===== src/rtl/core/stoi_pkg.sv =====
// shared types, character codes and digit decode for the string parser
package stoi_pkg;

    localparam int RADIX_W = 6;
    localparam int DIGIT_W = 6;

    // character codes
    localparam logic [7:0] CH_NUL   = 8'h00;
    localparam logic [7:0] CH_SPACE = 8'h20;
    localparam logic [7:0] CH_PLUS  = 8'h2B;
    localparam logic [7:0] CH_MINUS = 8'h2D;
    localparam logic [7:0] CH_ZERO  = 8'h30;
    localparam logic [7:0] CH_X_LO  = 8'h78;
    localparam logic [7:0] CH_X_UP  = 8'h58;
    localparam logic [7:0] CH_A_LO  = 8'h61;
    localparam logic [7:0] CH_A_UP  = 8'h41;

    // bases
    localparam logic [RADIX_W-1:0] BASE_AUTO  = 6'd0;
    localparam logic [RADIX_W-1:0] BASE_MIN   = 6'd2;
    localparam logic [RADIX_W-1:0] BASE_OCT   = 6'd8;
    localparam logic [RADIX_W-1:0] BASE_DEC   = 6'd10;
    localparam logic [RADIX_W-1:0] BASE_HEX   = 6'd16;
    localparam logic [RADIX_W-1:0] BASE_MAX   = 6'd36;
    localparam logic [RADIX_W-1:0] RADIX_RST  = BASE_DEC;

    // marks a character that is no digit in any base
    localparam logic [DIGIT_W-1:0] DIGIT_NONE = 6'd63;

    typedef enum logic [1:0] {
        ST_OK      = 2'd0,
        ST_INVALID = 2'd1,
        ST_RANGE   = 2'd2
    } t_status;

    typedef enum logic [5:0] {
        PH_SKIP    = 6'b000001,
        PH_SIGNED  = 6'b000010,
        PH_ZERO    = 6'b000100,
        PH_XSEEN   = 6'b001000,
        PH_DIGITS  = 6'b010000,
        PH_STOPPED = 6'b100000
    } t_phase;

    // value of a character as a digit, DIGIT_NONE when it is none
    function automatic logic [DIGIT_W-1:0] digit_of(input logic [7:0] c);
        logic [7:0] t;
        t = 8'd0;
        if (c inside {[8'h30:8'h39]}) begin
            t = c - CH_ZERO;
        end else if (c inside {[8'h61:8'h7A]}) begin
            t = c - CH_A_LO + 8'd10;
        end else if (c inside {[8'h41:8'h5A]}) begin
            t = c - CH_A_UP + 8'd10;
        end else begin
            t = {2'b00, DIGIT_NONE};
        end
        return t[DIGIT_W-1:0];
    endfunction

    // base 0 (automatic) or 2..36
    function automatic logic base_ok(input logic [RADIX_W-1:0] b);
        return (b == BASE_AUTO) || (b >= BASE_MIN && b <= BASE_MAX);
    endfunction

endpackage


===== src/rtl/core/stoi_in_if.sv =====
// character channel of the string parser
interface stoi_in_if;
    logic       valid;
    logic       ready;
    logic [7:0] ch;

    modport source (output valid, output ch, input ready);
    modport sink   (input valid, input ch, output ready);
endinterface


===== src/rtl/core/stoi_out_if.sv =====
// result channel of the string parser
interface stoi_out_if import stoi_pkg::*; #(parameter int POS_W = 13);
    logic             valid;
    logic             ready;
    logic [63:0]      value;
    t_status          status;
    logic [POS_W-1:0] end_index;
    logic             stopped_early;

    modport source (output valid, output value, output status, output end_index,
                    output stopped_early, input ready);
    modport sink   (input valid, input value, input status, input end_index,
                    input stopped_early, output ready);
endinterface


===== src/rtl/core/stoi_mac.sv =====
// accumulator multiply-add by base with exact signed 64-bit limit check
module stoi_mac import stoi_pkg::*; (
    input  logic [63:0]        i_acc,
    input  logic [RADIX_W-1:0] i_base,
    input  logic [DIGIT_W-1:0] i_digit,
    input  logic               i_neg,
    output logic [63:0]        o_sum,
    output logic               o_ovf
);

    localparam int PROD_W = 64 + RADIX_W;

    logic [PROD_W-1:0] prod;
    logic [PROD_W-1:0] limit;

    // acc * base + digit, wide enough to never wrap
    assign prod  = PROD_W'(i_acc) * PROD_W'(i_base) + PROD_W'(i_digit);

    // magnitude limit: 2^63 for negative numbers, 2^63 - 1 otherwise
    assign limit = i_neg ? PROD_W'(64'h8000_0000_0000_0000)
                         : PROD_W'(64'h7FFF_FFFF_FFFF_FFFF);

    assign o_ovf = prod > limit;
    assign o_sum = prod[63:0];

endmodule


===== src/rtl/core/string_to_integer_parser_unit.sv =====
// string to signed 64-bit integer parser, one character per cycle
//
// Usage: characters stream in on i_in (valid/ready), one word per character,
// and a zero character ends the string. At the terminator one result word
// goes out on o_out: value, status (ok, invalid, range), end_index and
// stopped_early. The radix register is written through i_cfg_wr_en and
// i_cfg_wr_data; it is sampled at the first non-space character of a string.
// Throughput: one character per cycle unless a terminator waits on a pending result,
// set by the single 64x6 multiply-add and limit compare that updates the accumulator
// for each digit. A character is registered at acceptance and processed from the
// input register; the terminator, once processed, loads the result register that
// drives o_out.
// Stall: the result register holds a word until it is taken, and characters
// of the next string keep flowing meanwhile; only a second terminator that
// meets a still pending result holds i_in.ready low.
// Reset (synchronous, active low): radix returns to 10, parser state clears
// and both channel registers empty.
module string_to_integer_parser_unit import stoi_pkg::*; #(
    parameter int MAX_LEN = 4096
) (
    input  logic               i_clk,
    input  logic               i_rst_n,
    input  logic               i_cfg_wr_en,
    input  logic [RADIX_W-1:0] i_cfg_wr_data,
    stoi_in_if.sink            i_in,
    stoi_out_if.source         o_out
);

    localparam int              POS_W   = $clog2(MAX_LEN + 1);
    localparam logic [POS_W-1:0] MAX_POS = POS_W'(MAX_LEN);

    // configuration
    logic [RADIX_W-1:0] r_radix;

    // input register
    logic               r_ch_vld;
    logic [7:0]         r_ch;

    // parser state
    t_phase             r_phase,  n_phase;
    logic               r_neg,    n_neg;
    logic [RADIX_W-1:0] r_wb,     n_wb;
    logic [63:0]        r_acc,    n_acc;
    logic               r_rerr,   n_rerr;
    logic               r_dseen,  n_dseen;
    logic [POS_W-1:0]   r_pos,    n_pos;
    logic [POS_W-1:0]   r_stop,   n_stop;

    // result register
    logic               r_out_vld;
    logic [63:0]        r_out_value, n_out_value;
    t_status            r_out_status, n_out_status;
    logic [POS_W-1:0]   r_out_end, n_out_end;
    logic               r_out_early, n_out_early;

    logic               advance;
    logic               emit;
    logic [RADIX_W-1:0] eb_raw;
    logic [RADIX_W-1:0] eb;
    logic               is_first;
    logic               zero_case;
    logic [DIGIT_W-1:0] dig;
    logic [63:0]        mac_sum;
    logic               mac_ovf;
    logic [POS_W-1:0]   pos_inc;
    logic [RADIX_W-1:0] eff_base;

    // handshake: a terminator waits only while a result is still pending
    assign advance     = r_ch_vld && ((r_ch != CH_NUL) || !r_out_vld || o_out.ready);
    assign emit        = advance && (r_ch == CH_NUL);
    assign i_in.ready  = !r_ch_vld || advance;

    // base seen by this character and digit decode
    assign is_first  = (r_phase == PH_SKIP) || (r_phase == PH_SIGNED);
    assign eb_raw    = (r_phase == PH_SKIP) ? r_radix : r_wb;
    assign zero_case = is_first && (r_ch == CH_ZERO)
                       && ((eb_raw == BASE_AUTO) || (eb_raw == BASE_HEX));
    assign dig       = digit_of(r_ch);
    assign pos_inc   = (r_pos == MAX_POS) ? r_pos : r_pos + POS_W'(1);
    assign eff_base  = r_wb;

    always_comb begin
        if (is_first && eb_raw == BASE_AUTO) begin
            eb = BASE_DEC;
        end else if (r_phase == PH_ZERO && eb_raw == BASE_AUTO) begin
            eb = BASE_OCT;
        end else begin
            eb = eb_raw;
        end
    end

    stoi_mac u_mac (
        .i_acc   (r_acc),
        .i_base  (eb),
        .i_digit (dig),
        .i_neg   (r_neg),
        .o_sum   (mac_sum),
        .o_ovf   (mac_ovf)
    );

    // parser next state
    always_comb begin
        logic take_first;
        logic take;
        take_first = 1'b0;
        take       = 1'b0;
        n_phase    = r_phase;
        n_neg      = r_neg;
        n_wb       = r_wb;
        n_acc      = r_acc;
        n_rerr     = r_rerr;
        n_dseen    = r_dseen;
        n_pos      = r_pos;
        n_stop     = r_stop;
        if (advance) begin
            if (r_ch == CH_NUL) begin
                n_phase = PH_SKIP;
                n_neg   = 1'b0;
                n_wb    = BASE_AUTO;
                n_acc   = 64'd0;
                n_rerr  = 1'b0;
                n_dseen = 1'b0;
                n_pos   = '0;
                n_stop  = '0;
            end else begin
                n_pos = pos_inc;
                case (r_phase)
                    PH_SKIP: begin
                        if (r_ch != CH_SPACE) begin
                            n_wb = r_radix;
                            if (!base_ok(r_radix)) begin
                                n_phase = PH_STOPPED;
                            end else if (r_ch == CH_PLUS) begin
                                n_phase = PH_SIGNED;
                            end else if (r_ch == CH_MINUS) begin
                                n_neg   = 1'b1;
                                n_phase = PH_SIGNED;
                            end else begin
                                take_first = 1'b1;
                            end
                        end
                    end
                    PH_SIGNED: begin
                        take_first = 1'b1;
                    end
                    PH_ZERO: begin
                        if (r_ch == CH_X_LO || r_ch == CH_X_UP) begin
                            n_wb    = BASE_HEX;
                            n_phase = PH_XSEEN;
                        end else begin
                            take = 1'b1;
                        end
                    end
                    PH_XSEEN, PH_DIGITS: begin
                        take = 1'b1;
                    end
                    default: begin
                    end
                endcase
                // a leading zero in hex or automatic base may start a prefix
                if (take_first) begin
                    if (zero_case) begin
                        n_wb    = eb_raw;
                        n_dseen = 1'b1;
                        n_acc   = 64'd0;
                        n_stop  = pos_inc;
                        n_phase = PH_ZERO;
                    end else begin
                        take = 1'b1;
                    end
                end
                // one digit: accumulate or stop
                if (take) begin
                    n_wb = eb;
                    if (dig >= eb) begin
                        n_phase = PH_STOPPED;
                    end else begin
                        if (!r_rerr) begin
                            if (mac_ovf) begin
                                n_rerr = 1'b1;
                            end else begin
                                n_acc = mac_sum;
                            end
                        end
                        n_dseen = 1'b1;
                        n_stop  = pos_inc;
                        n_phase = PH_DIGITS;
                    end
                end
            end
        end
    end

    // result word formed at the terminator
    always_comb begin
        logic [RADIX_W-1:0] b;
        b            = (r_phase == PH_SKIP) ? r_radix : eff_base;
        n_out_value  = 64'd0;
        n_out_status = ST_INVALID;
        n_out_end    = '0;
        n_out_early  = 1'b0;
        if (base_ok(b)) begin
            n_out_early = (r_phase == PH_STOPPED) || (r_phase == PH_XSEEN);
            if (!r_dseen) begin
                n_out_status = ST_INVALID;
            end else if (r_rerr) begin
                n_out_status = ST_RANGE;
                n_out_end    = r_stop;
            end else begin
                n_out_status = ST_OK;
                n_out_end    = r_stop;
                n_out_value  = r_neg ? (64'd0 - r_acc) : r_acc;
            end
        end
    end

    // configuration register
    always_ff @(posedge i_clk) begin
        if (!i_rst_n) begin
            r_radix <= RADIX_RST;
        end else if (i_cfg_wr_en) begin
            r_radix <= i_cfg_wr_data;
        end
    end

    // input register
    always_ff @(posedge i_clk) begin
        if (!i_rst_n) begin
            r_ch_vld <= 1'b0;
        end else if (i_in.ready) begin
            r_ch_vld <= i_in.valid;
        end
        if (i_in.valid && i_in.ready) begin
            r_ch <= i_in.ch;
        end
    end

    // parser state registers
    always_ff @(posedge i_clk) begin
        if (!i_rst_n) begin
            r_phase <= PH_SKIP;
            r_neg   <= 1'b0;
            r_wb    <= BASE_AUTO;
            r_acc   <= 64'd0;
            r_rerr  <= 1'b0;
            r_dseen <= 1'b0;
            r_pos   <= '0;
            r_stop  <= '0;
        end else begin
            r_phase <= n_phase;
            r_neg   <= n_neg;
            r_wb    <= n_wb;
            r_acc   <= n_acc;
            r_rerr  <= n_rerr;
            r_dseen <= n_dseen;
            r_pos   <= n_pos;
            r_stop  <= n_stop;
        end
    end

    // result register
    always_ff @(posedge i_clk) begin
        if (!i_rst_n) begin
            r_out_vld <= 1'b0;
        end else if (emit) begin
            r_out_vld <= 1'b1;
        end else if (o_out.ready) begin
            r_out_vld <= 1'b0;
        end
        if (emit) begin
            r_out_value  <= n_out_value;
            r_out_status <= n_out_status;
            r_out_end    <= n_out_end;
            r_out_early  <= n_out_early;
        end
    end

    assign o_out.valid         = r_out_vld;
    assign o_out.value         = r_out_value;
    assign o_out.status        = r_out_status;
    assign o_out.end_index     = r_out_end;
    assign o_out.stopped_early = r_out_early;

`ifndef SYNTH
    // a pending result is never overwritten by the next terminator
    a_no_overwrite: assert property (@(posedge i_clk) disable iff (!i_rst_n)
        (r_ch_vld && r_ch == CH_NUL && r_out_vld && !o_out.ready) |-> !i_in.ready)
        else $error("terminator advanced over a pending result");

    // every terminator leaves the parser cleared for the next string
    a_clear_after_emit: assert property (@(posedge i_clk) disable iff (!i_rst_n)
        emit |=> (r_phase == PH_SKIP && r_pos == '0 && !r_dseen && !r_rerr))
        else $error("parser state not cleared after terminator");

    // only an ok result carries a nonzero value
    a_value_zero: assert property (@(posedge i_clk) disable iff (!i_rst_n)
        (o_out.valid && o_out.status != ST_OK) |-> (o_out.value == 64'd0))
        else $error("nonzero value with error status");

    // an invalid conversion always reports position zero
    a_invalid_end: assert property (@(posedge i_clk) disable iff (!i_rst_n)
        (o_out.valid && o_out.status == ST_INVALID) |-> (o_out.end_index == '0))
        else $error("invalid result with nonzero end index");
`endif

endmodule


===== src/flat_wrapper.sv =====
// flat-port wrapper written by rule: the top's interface ports become plain ports
module string_to_integer_parser_unit_flat import stoi_pkg::*;
#(
    parameter int MAX_LEN = 4096
)
  (i_clk, i_rst_n, i_cfg_wr_en, i_cfg_wr_data, i_in_valid, i_in_ch, i_in_ready, o_out_valid, o_out_value, o_out_status, o_out_end_index, o_out_stopped_early, o_out_ready);
  stoi_in_if i_in_i ();
  stoi_out_if #(.POS_W(13)) o_out_i ();
  input  logic i_clk;
  input  logic i_rst_n;
  input  logic i_cfg_wr_en;
  input  logic [RADIX_W-1:0] i_cfg_wr_data;
  input wire logic [$bits(i_in_i.valid)-1:0] i_in_valid;
  input wire logic [$bits(i_in_i.ch)-1:0] i_in_ch;
  output wire logic [$bits(i_in_i.ready)-1:0] i_in_ready;
  output wire logic [$bits(o_out_i.valid)-1:0] o_out_valid;
  output wire logic [$bits(o_out_i.value)-1:0] o_out_value;
  output wire logic [$bits(o_out_i.status)-1:0] o_out_status;
  output wire logic [$bits(o_out_i.end_index)-1:0] o_out_end_index;
  output wire logic [$bits(o_out_i.stopped_early)-1:0] o_out_stopped_early;
  input wire logic [$bits(o_out_i.ready)-1:0] o_out_ready;
  assign i_in_i.valid = i_in_valid;
  assign i_in_i.ch = i_in_ch;
  assign i_in_ready = i_in_i.ready;
  assign o_out_valid = o_out_i.valid;
  assign o_out_value = o_out_i.value;
  assign o_out_status = o_out_i.status;
  assign o_out_end_index = o_out_i.end_index;
  assign o_out_stopped_early = o_out_i.stopped_early;
  assign o_out_i.ready = o_out_ready;
  string_to_integer_parser_unit #(.MAX_LEN(MAX_LEN)) u_core (.i_clk(i_clk), .i_rst_n(i_rst_n), .i_cfg_wr_en(i_cfg_wr_en), .i_cfg_wr_data(i_cfg_wr_data), .i_in(i_in_i), .o_out(o_out_i));
endmodule

===== config.mk =====
export PLATFORM = sky130hd
export DESIGN_NAME = string_to_integer_parser_unit_flat
export DESIGN_NICKNAME = d
export VERILOG_FILES = /design/src/rtl/core/stoi_pkg.sv /design/src/rtl/core/stoi_in_if.sv /design/src/rtl/core/stoi_out_if.sv /design/src/rtl/core/stoi_mac.sv /design/src/rtl/core/string_to_integer_parser_unit.sv /design/src/flat_wrapper.sv
export SDC_FILE = /design/constraint.sdc
export NUM_CORES = 1
export LEC_CHECK = 0
export ABC_AREA = 1
export BUFFER_PORTS_ARGS = -buffer_cell sky130_fd_sc_hd__buf_2
export CAP_MARGIN = 20
export CORE_MARGIN = 3
export CORE_UTILIZATION = 55
export DETAILED_ROUTE_END_ITERATION = 10
export PLACE_DENSITY = 0.76
export SETUP_SLACK_MARGIN = 0.4
export SLEW_MARGIN = 20
export SYNTH_ARGS = -nofsm -noshare
export SYNTH_HDL_FRONTEND = slang
export SYNTH_SLANG_ARGS = --single-unit

===== constraint.sdc =====
create_clock -name i_clk -period 10.5 [get_ports i_clk]
set_clock_uncertainty 0.2 [all_clocks]
set_input_delay 0.525 -clock i_clk [delete_from_list [all_inputs] [get_ports i_clk]]
set_output_delay 0.525 -clock i_clk [all_outputs]
set_load 0.05 [all_outputs]

Word-level counts from Yosys, hierarchy flattened
Index checks and enable logic that the tools add are counted.
{"block": "totals", "wordCells": 165, "register_bits": 201, "inputBits": 19}
{"block": "op_classes", "n_addsub": 8, "bitwise_logic": 2, "reduce_logical": 38, "n_mux": 72, "mul": 1, "order_cmp": 12, "n_eq_ne": 16}
{"operator": "64-bit two-way mux", "n": 9}
{"operator": "6-bit two-way mux", "n": 22}
{"operator": "13-bit two-way mux", "n": 7}
{"operator": "70-bit by 6-bit adder with 70-bit output", "n": 1}
{"operator": "70-bit by 64-bit > comparator with 1-bit output", "n": 1}
{"operator": "64-bit by 6-bit multiplier with 70-bit output", "n": 1}
{"operator": "1-bit by 64-bit subtractor with 64-bit output (first input constant)", "n": 1}
{"operator": "1-bit two-way mux", "n": 29}
{"operator": "8-bit by 6-bit equality test with 1-bit output (second input constant)", "n": 3}
{"operator": "6-bit case mux with 2 select lines", "n": 2}
{"operator": "8-bit by 7-bit equality test with 1-bit output (second input constant)", "n": 2}
{"operator": "8-bit by 7-bit greater-or-equal comparator with 1-bit output (second input constant)", "n": 2}
{"operator": "8-bit by 7-bit <= comparator with 1-bit output (second input constant)", "n": 2}
{"operator": "13-bit by 1-bit adder with 13-bit output (second input constant)", "n": 1}
{"operator": "13-bit equality test (second input constant)", "n": 1}
{"operator": "6-bit by 4-bit adder with 6-bit output (second input constant)", "n": 2}
{"operator": "6-bit by 5-bit equality test with 1-bit output (second input constant)", "n": 2}
{"operator": "6-bit by 2-bit greater-or-equal comparator with 1-bit output (second input constant)", "n": 2}
{"operator": "6-bit <= comparator (second input constant)", "n": 2}
{"operator": "1-bit logical AND", "n": 12}
{"operator": "6-bit zero test", "n": 2}
{"operator": "2-bit nonzero test", "n": 6}
{"operator": "6-bit subtractor (second input constant)", "n": 2}
{"operator": "1-bit logical OR", "n": 9}
{"operator": "other kinds (22)", "n": 26}

Logic depth before layout (Yosys ltp)
Gate-level depths: netlist of run 1.
{"block": "logic_depth", "ltp_word": 14, "ltp_mapped": 60, "mapped_depth_nobuf": 58}

Modules after synthesis
From an unflattened synthesis of run 1, not the netlist that was laid out.
{"block": "hier_totals", "cells_unflattened": 4018, "hier_area_um2": 27696.6}
{"mod": "stoi_mac", "seq_area_each_um2": 0.0, "cells_per_inst": 2397, "n_inst": 1, "area_each_um2": 15940.3}
{"mod": "string_to_integer_parser_unit", "seq_area_each_um2": 4904.7, "cells_per_inst": 1621, "n_inst": 1, "area_each_um2": 11756.3}

Least setup slack after synthesis of run 1
Ideal clock, no wire load.
{"block": "synth_timing", "path_type": "reg2reg", "start": "register u_core.r_phase[2]", "end": "register u_core.r_acc[25]", "path_buffers": 4, "path_stages_with_launch": 50, "slack_ns": 2.485, "t_arrival_ns": 7.683, "setup_ns": 0.132, "period_less_slack_ns": 8.015, "path_cell_list": "dfxtp_1 > nor2_4 > nand4_4 > buf_2 > o21ai_1 > buf_2 > inv_1 > nor2_1 > o21ai_0 > nand2_1 > clkbuf_1 > nand2_1 > fa_1 > fa_1 > inv_1 > fa_1 > inv_1 > fa_1 > [... 14 more ...] > ha_1 > nand4_1 > nor3_1 > nor4b_1 > nand2_1 > nand2_1 > nand2_1 > nand2_1 > nand2_1 > nand2_1 > nand2_1 > nand2_4 > buf_2 > nand2_1 > nand3_1 > o21ai_1 > nand2_1 > a21oi_1"}
{"block": "synth_between", "elab_chain_len": 14, "word_cells_on_any_way": 36}
{"element": "from (decl)", "line": "string_to_integer_parser_unit.sv:40", "source": "t_phase r_phase, n_phase;"}
{"element": "from (signal assigned)", "line": "string_to_integer_parser_unit.sv:250", "source": "r_phase <= n_phase;"}
{"element": "6-bit by 1-bit equality test with 1-bit output", "line": "string_to_integer_parser_unit.sv:74, string_to_integer_parser_unit.sv:75, string_to_integer_parser_unit.sv:127"}
{"element": "6-bit two-way mux", "line": "string_to_integer_parser_unit.sv:75", "source": "assign eb_raw = (r_phase == PH_SKIP) ? r_radix : r_wb;"}
{"element": "6-bit zero test", "line": "string_to_integer_parser_unit.sv:77, string_to_integer_parser_unit.sv:83, string_to_integer_parser_unit.sv:85"}
{"element": "1-bit logical AND", "line": "string_to_integer_parser_unit.sv:85", "source": "end else if (r_phase == PH_ZERO && eb_raw == BASE_AUTO) begin"}
{"element": "6-bit two-way mux", "line": "string_to_integer_parser_unit.sv:85"}
{"element": "6-bit two-way mux", "line": "string_to_integer_parser_unit.sv:83", "source": "if (is_first && eb_raw == BASE_AUTO) begin"}
{"element": "64-bit by 6-bit multiplier with 70-bit output", "line": "stoi_mac.sv:17", "source": "assign prod = PROD_W'(i_acc) * PROD_W'(i_base) + PROD_W'(i_digit);"}
{"element": "70-bit by 6-bit adder with 70-bit output", "line": "stoi_mac.sv:17"}
{"element": "70-bit by 64-bit > comparator with 1-bit output", "line": "stoi_mac.sv:23", "source": "assign o_ovf = prod > limit;"}
{"element": "64-bit two-way mux", "line": "string_to_integer_parser_unit.sv:179", "source": "if (mac_ovf) begin"}
{"element": "64-bit two-way mux", "line": "string_to_integer_parser_unit.sv:178", "source": "if (!r_rerr) begin"}
{"element": "64-bit two-way mux", "line": "string_to_integer_parser_unit.sv:175", "source": "if (dig >= eb) begin"}
{"element": "64-bit two-way mux (*)", "line": "string_to_integer_parser_unit.sv:173", "source": "if (take) begin"}
{"element": "64-bit two-way mux (*)", "line": "string_to_integer_parser_unit.sv:116", "source": "if (r_ch == CH_NUL) begin"}
{"element": "to (signal assigned)", "line": "string_to_integer_parser_unit.sv:253", "source": "r_acc <= n_acc;"}
{"element": "to (decl)", "line": "string_to_integer_parser_unit.sv:43", "source": "logic [63:0] r_acc, n_acc;"}
Every way passes the cells marked *; elsewhere a longest branch is shown, timed or not. The select of a mux whose other input is x is not followed.
A chain may end at the register's enable or synchronous reset.

Final worst setup path of run 1
{"block": "layout_timing", "start": "register u_core.r_phase[5]", "end": "register u_core.r_acc[3]"}
Same word-level chain as after synthesis.

==> flow_metrics.tcl, run 1 <==
set metrics [dict create \
    synth_edf_count 88 \
    numCtsBuffers 21 \
    critPathSlowestCell "fa_1" \
    worst_setup_path_start_kind "register" \
    drt_iter0_drc 2814 \
    die_y_microns 229 \
    combPwrFrac 0.598 \
    grt_pass1_wl_microns 135000 \
    synth_area_per_cell_sq_um 6.94 \
    crit_fanout 21 \
    ys_types 59 \
    hp-class "primary input to register" \
    clk_path_buf_depth 3 \
    syn_to_final_growth_pct 6.72 \
    place_congestion 0.974 \
    ir_drop_uv 110 \
    place_hpwl_microns 64800 \
    syn_inst 3957 \
    dr.pass1.iters 6 \
    finalSetupViolations 0 \
    final_common_cell "nand2_1" \
    start_util 0.558 \
    finalSetupTns_ps 0 \
    maxClockFrequency_mhz 105 \
    synth-seq-area-share 0.179 \
    io_buffers 100 \
    syn_nets 4455 \
    cp.required_ps 10670 \
    crit_arrival_ps 9670 \
    p_int_mw 2.11 \
    crit_type "register to register" \
    dp_slack_ps 669 \
    multi_input_area_sq_um 19700 \
    drive_gt1_frac 0.0665 \
    routedWlPerCell_microns 18.0 \
    p_clk_frac 0.186 \
    grt_max_degree 92 \
    pin_count 101 \
    htreeDepth 1 \
    timing.slew.headroom 0.301 \
    synthArstFlopShare 0 \
    seq_area_sq_um 4910 \
    synth_area_sq_um 27400 \
    slowest_delay_ps 560 \
    clk_latency_ps 530 \
    cts_tree "done" \
    nNetsFinal 4455 \
    status "completed" \
    yosys_warnings 0 \
    grt_antenna_before_repair 0 \
    cts.sinks 201 \
    worst_slack_ps 992 \
    cts-root-buf "clkbuf_16" \
    cts.clk_slew.worst_paths_ps 60 \
    report.final.slew_viol_count 0 \
    leakage_nw 14.7 \
    grt_pass1_vias 24800 \
    switching_share 0.513 \
    cp_common_cell "nand2_1" \
    fin_crit_sh 0.905 \
    num_antenna_cells 0 \
    finalHoldViolCount 0 \
    gr-total-overflow 0 \
    die_w_microns 229 \
    final_cell_mix "nand2_1, nor2_1, inv_1, a21oi_1, fa_1" \
    cap_violations 0 \
    rows 81 \
    tightest_slew_ps 1050 \
    seq_power_share 0.217 \
    min_period_ps 9510 \
    rsz0062_at_grt "no" \
    routed_wl_microns 83600 \
    ys_ff_latch 201 \
    p_sw_mw 2.21 \
    worstSetupEndpointType "register" \
    fillers 4553 \
    p_per_area_nw_per_um2 147 \
    grt_usage 0.315 \
    fp.coreArea_sq_um 49200 \
    num_vias 26500 \
    yosys_most_used_dff "dfxtp_1" \
    ant_nets 0 \
    viasPerCell 5.71 \
    die_area_sq_um 52600 \
    drc 0 \
]
==> flip-flops by register name, summed over array words and instances, names as in the netlist, 2 cells and up <==
name	flops
u_core.o_out.end_index	13
u_core.r_phase	6
u_core.r_radix	6
u_core.r_ch	8
u_core.r_acc	64
u_core.o_out.status	2
u_core.r_pos	13
u_core.eff_base	6
u_core.o_out.value	64
u_core.r_stop	13
==> critical path: cells and delay by family (launching register included) <==
| kind | cells | cell delay, ps |
|---|---|---|
| simple gates | 27 | 3780 |
| compound gates | 3 | 450 |
| fa+ha+maj | 6 | 2780 |
| flops | 1 | 330 |
| xor+xnor | 1 | 420 |
| buf+inv | 11 | 1360 |
==> synthesized netlist by cell type, types with 82 or more instances <==
cell,count,area share
xor2_1,82,0.026
clkbuf_1,119,0.016
a21oi_1,297,0.054
inv_1,573,0.078
nor2_1,590,0.081
dfxtp_1,113,0.082
ha_1,227,0.10
o21ai_0,91,0.017
fa_1,252,0.18
nand2_1,907,0.12
nor3_1,98,0.018
nand3_1,179,0.033
edfxtp_1,88,0.096
==> power groups by stage <==
stage	Sequential (mW)	Clock (mW)	Combinational, mW
after floorplan	0.892	0	1.86
after global placement	0.946	0	2.45
after detailed placement	0.946	0	2.48
after CTS	0.930	0.808	2.50
after global routing	0.939	0.836	2.85
final	0.935	0.802	2.58
==> repair_timing <==
item	4_1_cts	5_1_grt
buffers inserted	0	4
endpoints found under the setup margin	0	65
hold buffers	8	0
hold endpoints to repair	8	0
gates resized for setup	0	14
==> metal layers <==
metal  routed length, microns  vias to the layer above  track usage
met1                    35700                    12400        0.466
met4                     2560                        0       0.0908
li1                         -                    12500            -
met2                    36300                     1373        0.483
met3                     9010                      153       0.0420
met5                        0                        -            0
==> stage by stage <==
stage               power (mW)  instances  hold WS, ps   util  instance area (sq um)
finish                    4.32       4636         20.5  0.596                  29300
global route              4.62       4636         25.3  0.596                  29300
detailed placement        3.43       4585          253  0.577                  28400
floorplan                 2.75       3957          239      -                  27400
CTS                       4.24       4631         1.49  0.594                  29200
global placement          3.39       4584          249  0.577                  28400
==> path summary, 6_finish.rpt <==
kind / endpoint / slack, ps / start / cells after the start
worst min register to register: u_core.r_stop[2] / 260 / u_core.r_stop[2] / 2
worst min-delay path: u_core.r_radix[1] / 20 / i_cfg_wr_data[1] / 3
worst max-delay path: u_core.r_acc[3] / 990 / u_core.r_phase[5] / 48
worst max register to register: u_core.r_acc[3] / 990 / u_core.r_phase[5] / 48
==> logic make-up (layout without fill, tap and decap cells) <==
| group | count (synthesis) | in the layout | share of synthesized area |
|---|---|---|---|
| and+or+nand+nor | 1890 | 1890 | 0.287 |
| buffers and inverters | 760 | 775 | 0.107 |
| AOI/OAI and AO/OA | 521 | 521 | 0.106 |
| adders and majority gates | 479 | 479 | 0.287 |
| DFF | 201 | 201 | 0.179 |
| xor gates and xnor gates | 104 | 104 | 0.0332 |
| muxes | 2 | 2 | 0.000729 |
==> area by class of cell <==
class | instances | share of cell area
Sequential cell | 201 | 0.168
Inverter | 599 | 0.0769
Multi-Input combinational cell | 2996 | 0.674
Timing Repair Buffer | 138 | 0.0288
Clock inverter | 12 | 0.00572
Clock buffer | 26 | 0.0186
Tap cell | 664 | 0.0284
No activity file was read; power rests on OpenSTA's default activity.
==> inputs of run 2 (changes only) <==
ABC_AREA = not set   (was 1)
CORE_UTILIZATION = 65   (was 55)
PLACE_DENSITY = 0.87   (was 0.76)
==> run 2 against run 1 <==
Flip-flop and latch count is the same. Sequential share of layout area grew 1.9 points. Highest routed layer unchanged. Non-clock buffer count grew 36. Cell count shrank 31%. Register-to-register slack lost 290 ps. Largest power group is now sequential cells. Combinational power shrank 86%. Design area shrank 10%. Synthesized cell count shrank 31%.
==> flow_metrics.tcl, run 2 <==
set metrics [dict create \
    synth_area_per_cell_sq_um 8.85 \
    cts.clk_slew.worst_paths_ps 60 \
    min_from "i_cfg_wr_data[3]" \
    cts.sinks 201 \
    grt_antenna_before_repair 0 \
    cts_tree "done" \
    ys_types 77 \
    finalHoldViolCount 0 \
    place_hpwl_microns 51700 \
    gr-total-overflow 0 \
    grt_pass1_vias 20800 \
    status "completed" \
    yosys_most_used_dff "dfxtp_1" \
    tightest_slew_ps 878 \
    yosys.area.top_type "fa_1" \
    drive_gt1_frac 0.105 \
    finalSetupViolations 0 \
    die_y_microns 198 \
    crit_type "register to register" \
    cap_violations 0 \
    min_period_ps 9800 \
    timing.slew.headroom 0.411 \
    seq_power_share 0.416 \
    multi_input_area_sq_um 18000 \
    synth.top_cell.area_share 0.210 \
    placedCellCount 3146 \
    clk_latency_ps 540 \
    ir_drop_uv 89.7 \
    combPwrFrac 0.181 \
    grt_usage 0.346 \
    synth_area_sq_um 24100 \
    worst_slack_ps 699 \
    synth.most_common_cell "nand2_1" \
    maxClockFrequency_mhz 102 \
    yosys-top-cells-count "nand2_1, fa_1, and2_1" \
    slowest_delay_ps 540 \
    synth_edf_count 88 \
    cp_common_cell "buf_4" \
    stdcell_count 3215 \
    pin_count 101 \
    routedWlPerCell_microns 21.4 \
    syn_nets 3219 \
    final_common_cell "nand2_1" \
    p_per_area_nw_per_um2 76.6 \
    switching_share 0.293 \
    rsz0062_at_grt "no" \
    drt_iter0_drc 2192 \
    fin_crit_sh 0.933 \
    viasPerCell 6.50 \
    fp.coreArea_sq_um 36000 \
    start_util 0.669 \
    ant_nets 0 \
    dr.pass1.iters 6 \
    crit_fanout 25 \
    yosys_warnings 0 \
    worst_setup_path_start_kind "register" \
    final_cell_mix "nand2_1, fa_1, and2_1, ha_1, inv_1" \
    dp_slack_ps -200 \
    cp.required_ps 10720 \
    reg2reg_slack_ps 700 \
    drc 0 \
    fillers 2518 \
    cts-root-buf "clkbuf_16" \
    clk_path_buf_depth 3 \
    crit_arrival_ps 10020 \
    htreeDepth 1 \
    hp-class "primary input to register" \
    nNetsFinal 3236 \
    r2r_start "u_core.r_phase[3]" \
    num_vias 20900 \
    seq_area_sq_um 4910 \
    die_w_microns 198 \
    place_congestion 0.995 \
    routed_wl_microns 68700 \
    crit_start "u_core.r_phase[3]" \
    syn_to_final_growth_pct 9.03 \
    rows 69 \
    io_buffers 100 \
    report.final.slew_viol_count 0 \
    ys_ff_latch 201 \
    p_sw_uw 589 \
    leakage_nw 12.5 \
    grt_pass1_wl_microns 110000 \
    synth-seq-area-share 0.204 \
    num_antenna_cells 0 \
    synthArstFlopShare 0 \
    worstSetupEndpointType "register" \
    grt_max_degree 69 \
    p_clk_frac 0.403 \
    numCtsBuffers 22 \
    synth_area_leaders "fa_1, ha_1, edfxtp_1, dfxtp_1, and2_1" \
    die_area_sq_um 39400 \
    syn_inst 2721 \
    critPathSlowestCell "fa_1" \
    p_int_mw 1.42 \
]
-- run 2: changes by cell type in the layout (fill, tap and decap cells not counted), moves of 67 or more --
cell | previous run | this run
nand3_1 | 178 | 30
nor2_1 | 587 | 166
a22o_1 | 0 | 67
nor3_1 | 96 | 24
and2_1 | 0 | 243
a21oi_1 | 296 | 141
inv_1 | 572 | 213
nand2_1 | 906 | 286
-- run 2: timing repair --
| item | in CTS | in global routing |
|---|---|---|
| gates cloned | 1 | 0 |
| setup buffers | 6 | 14 |
| pin swaps | 3 | 26 |
| hold buffers | 8 | 0 |
| endpoints found under the hold margin | 8 | 0 |
| resized for setup | 18 | 70 |
| endpoints found under the setup margin | 65 | 65 |
-- run 2: area by class of cell --
| cell class | count | area share |
|---|---|---|
| multi-input cells | 2123 | 0.686 |
| flip-flops and latches | 201 | 0.187 |
| well taps | 461 | 0.0220 |
| clock inverters | 10 | 0.00448 |
| inverters | 216 | 0.0309 |
| clock buffers | 30 | 0.0245 |
| repair buffers | 174 | 0.0452 |
-- run 2: cell families after synthesis --
| kind of cell | count (synthesis) | synth area share |
|---|---|---|
| fa+ha+maj | 479 | 0.328 |
| compound gates | 527 | 0.145 |
| mux | 12 | 0.00499 |
| simple gates | 965 | 0.205 |
| xor+xnor | 140 | 0.0509 |
| flops | 201 | 0.204 |
| buf+inv | 397 | 0.0630 |
-- run 2: power by group through the flow --
stage | Clock (mW) | Combinational (mW) | Sequential [mW]
after floorplan | 0 | 0.215 | 0.844
after global placement | 0 | 0.306 | 0.851
after detailed placement | 0 | 0.314 | 0.851
after CTS | 0.813 | 0.335 | 0.835
after global routing | 0.845 | 0.392 | 0.837
final | 0.809 | 0.364 | 0.837
-- run 2: final timing paths --
kind              depth (start not counted)            endpoint
setup / recovery                         41    u_core.r_acc[18]
hold / removal                            3   u_core.r_radix[3]
setup reg to reg                         41    u_core.r_acc[18]
hold reg to reg                           2  u_core.eff_base[0]
-- run 2: worst max-delay path: cells and delay by family, from the launching register on --
family	cells	cell delay, ps
AOI/OAI and AO/OA	15	3220
buffers and inverters	7	1240
DFF	1	350
xor gates and xnor gates	1	260
and+or+nand+nor	12	1930
adders and majority gates	6	2460
-- run 2: routing by layer --
metal,track usage,part of all wire,vias to the layer above,wire (microns)
met5,0,0,-,0
met4,0.112,0.034,0,2320
met3,0.0678,0.11,208,7650
met2,0.553,0.46,1304,31300
met1,0.481,0.40,10100,27500
li1,-,-,9260,-
-- run 2: stage by stage --
| step | util | power [mW] | TNS, ps | hold WS [ps] | cell area (sq um) |
|---|---|---|---|---|---|
| after global routing | 0.729 | 2.07 | 0 | 25.3 | 26200 |
| after detailed placement | 0.690 | 1.17 | -10530 | 275 | 24900 |
| after floorplan | - | 1.06 | 0 | 241 | 24100 |
| final | 0.729 | 2.01 | 0 | 26.8 | 26200 |
| after global placement | 0.690 | 1.16 | 0 | 282 | 24900 |
| after CTS | 0.718 | 1.98 | 0 | 3.90 | 25800 |
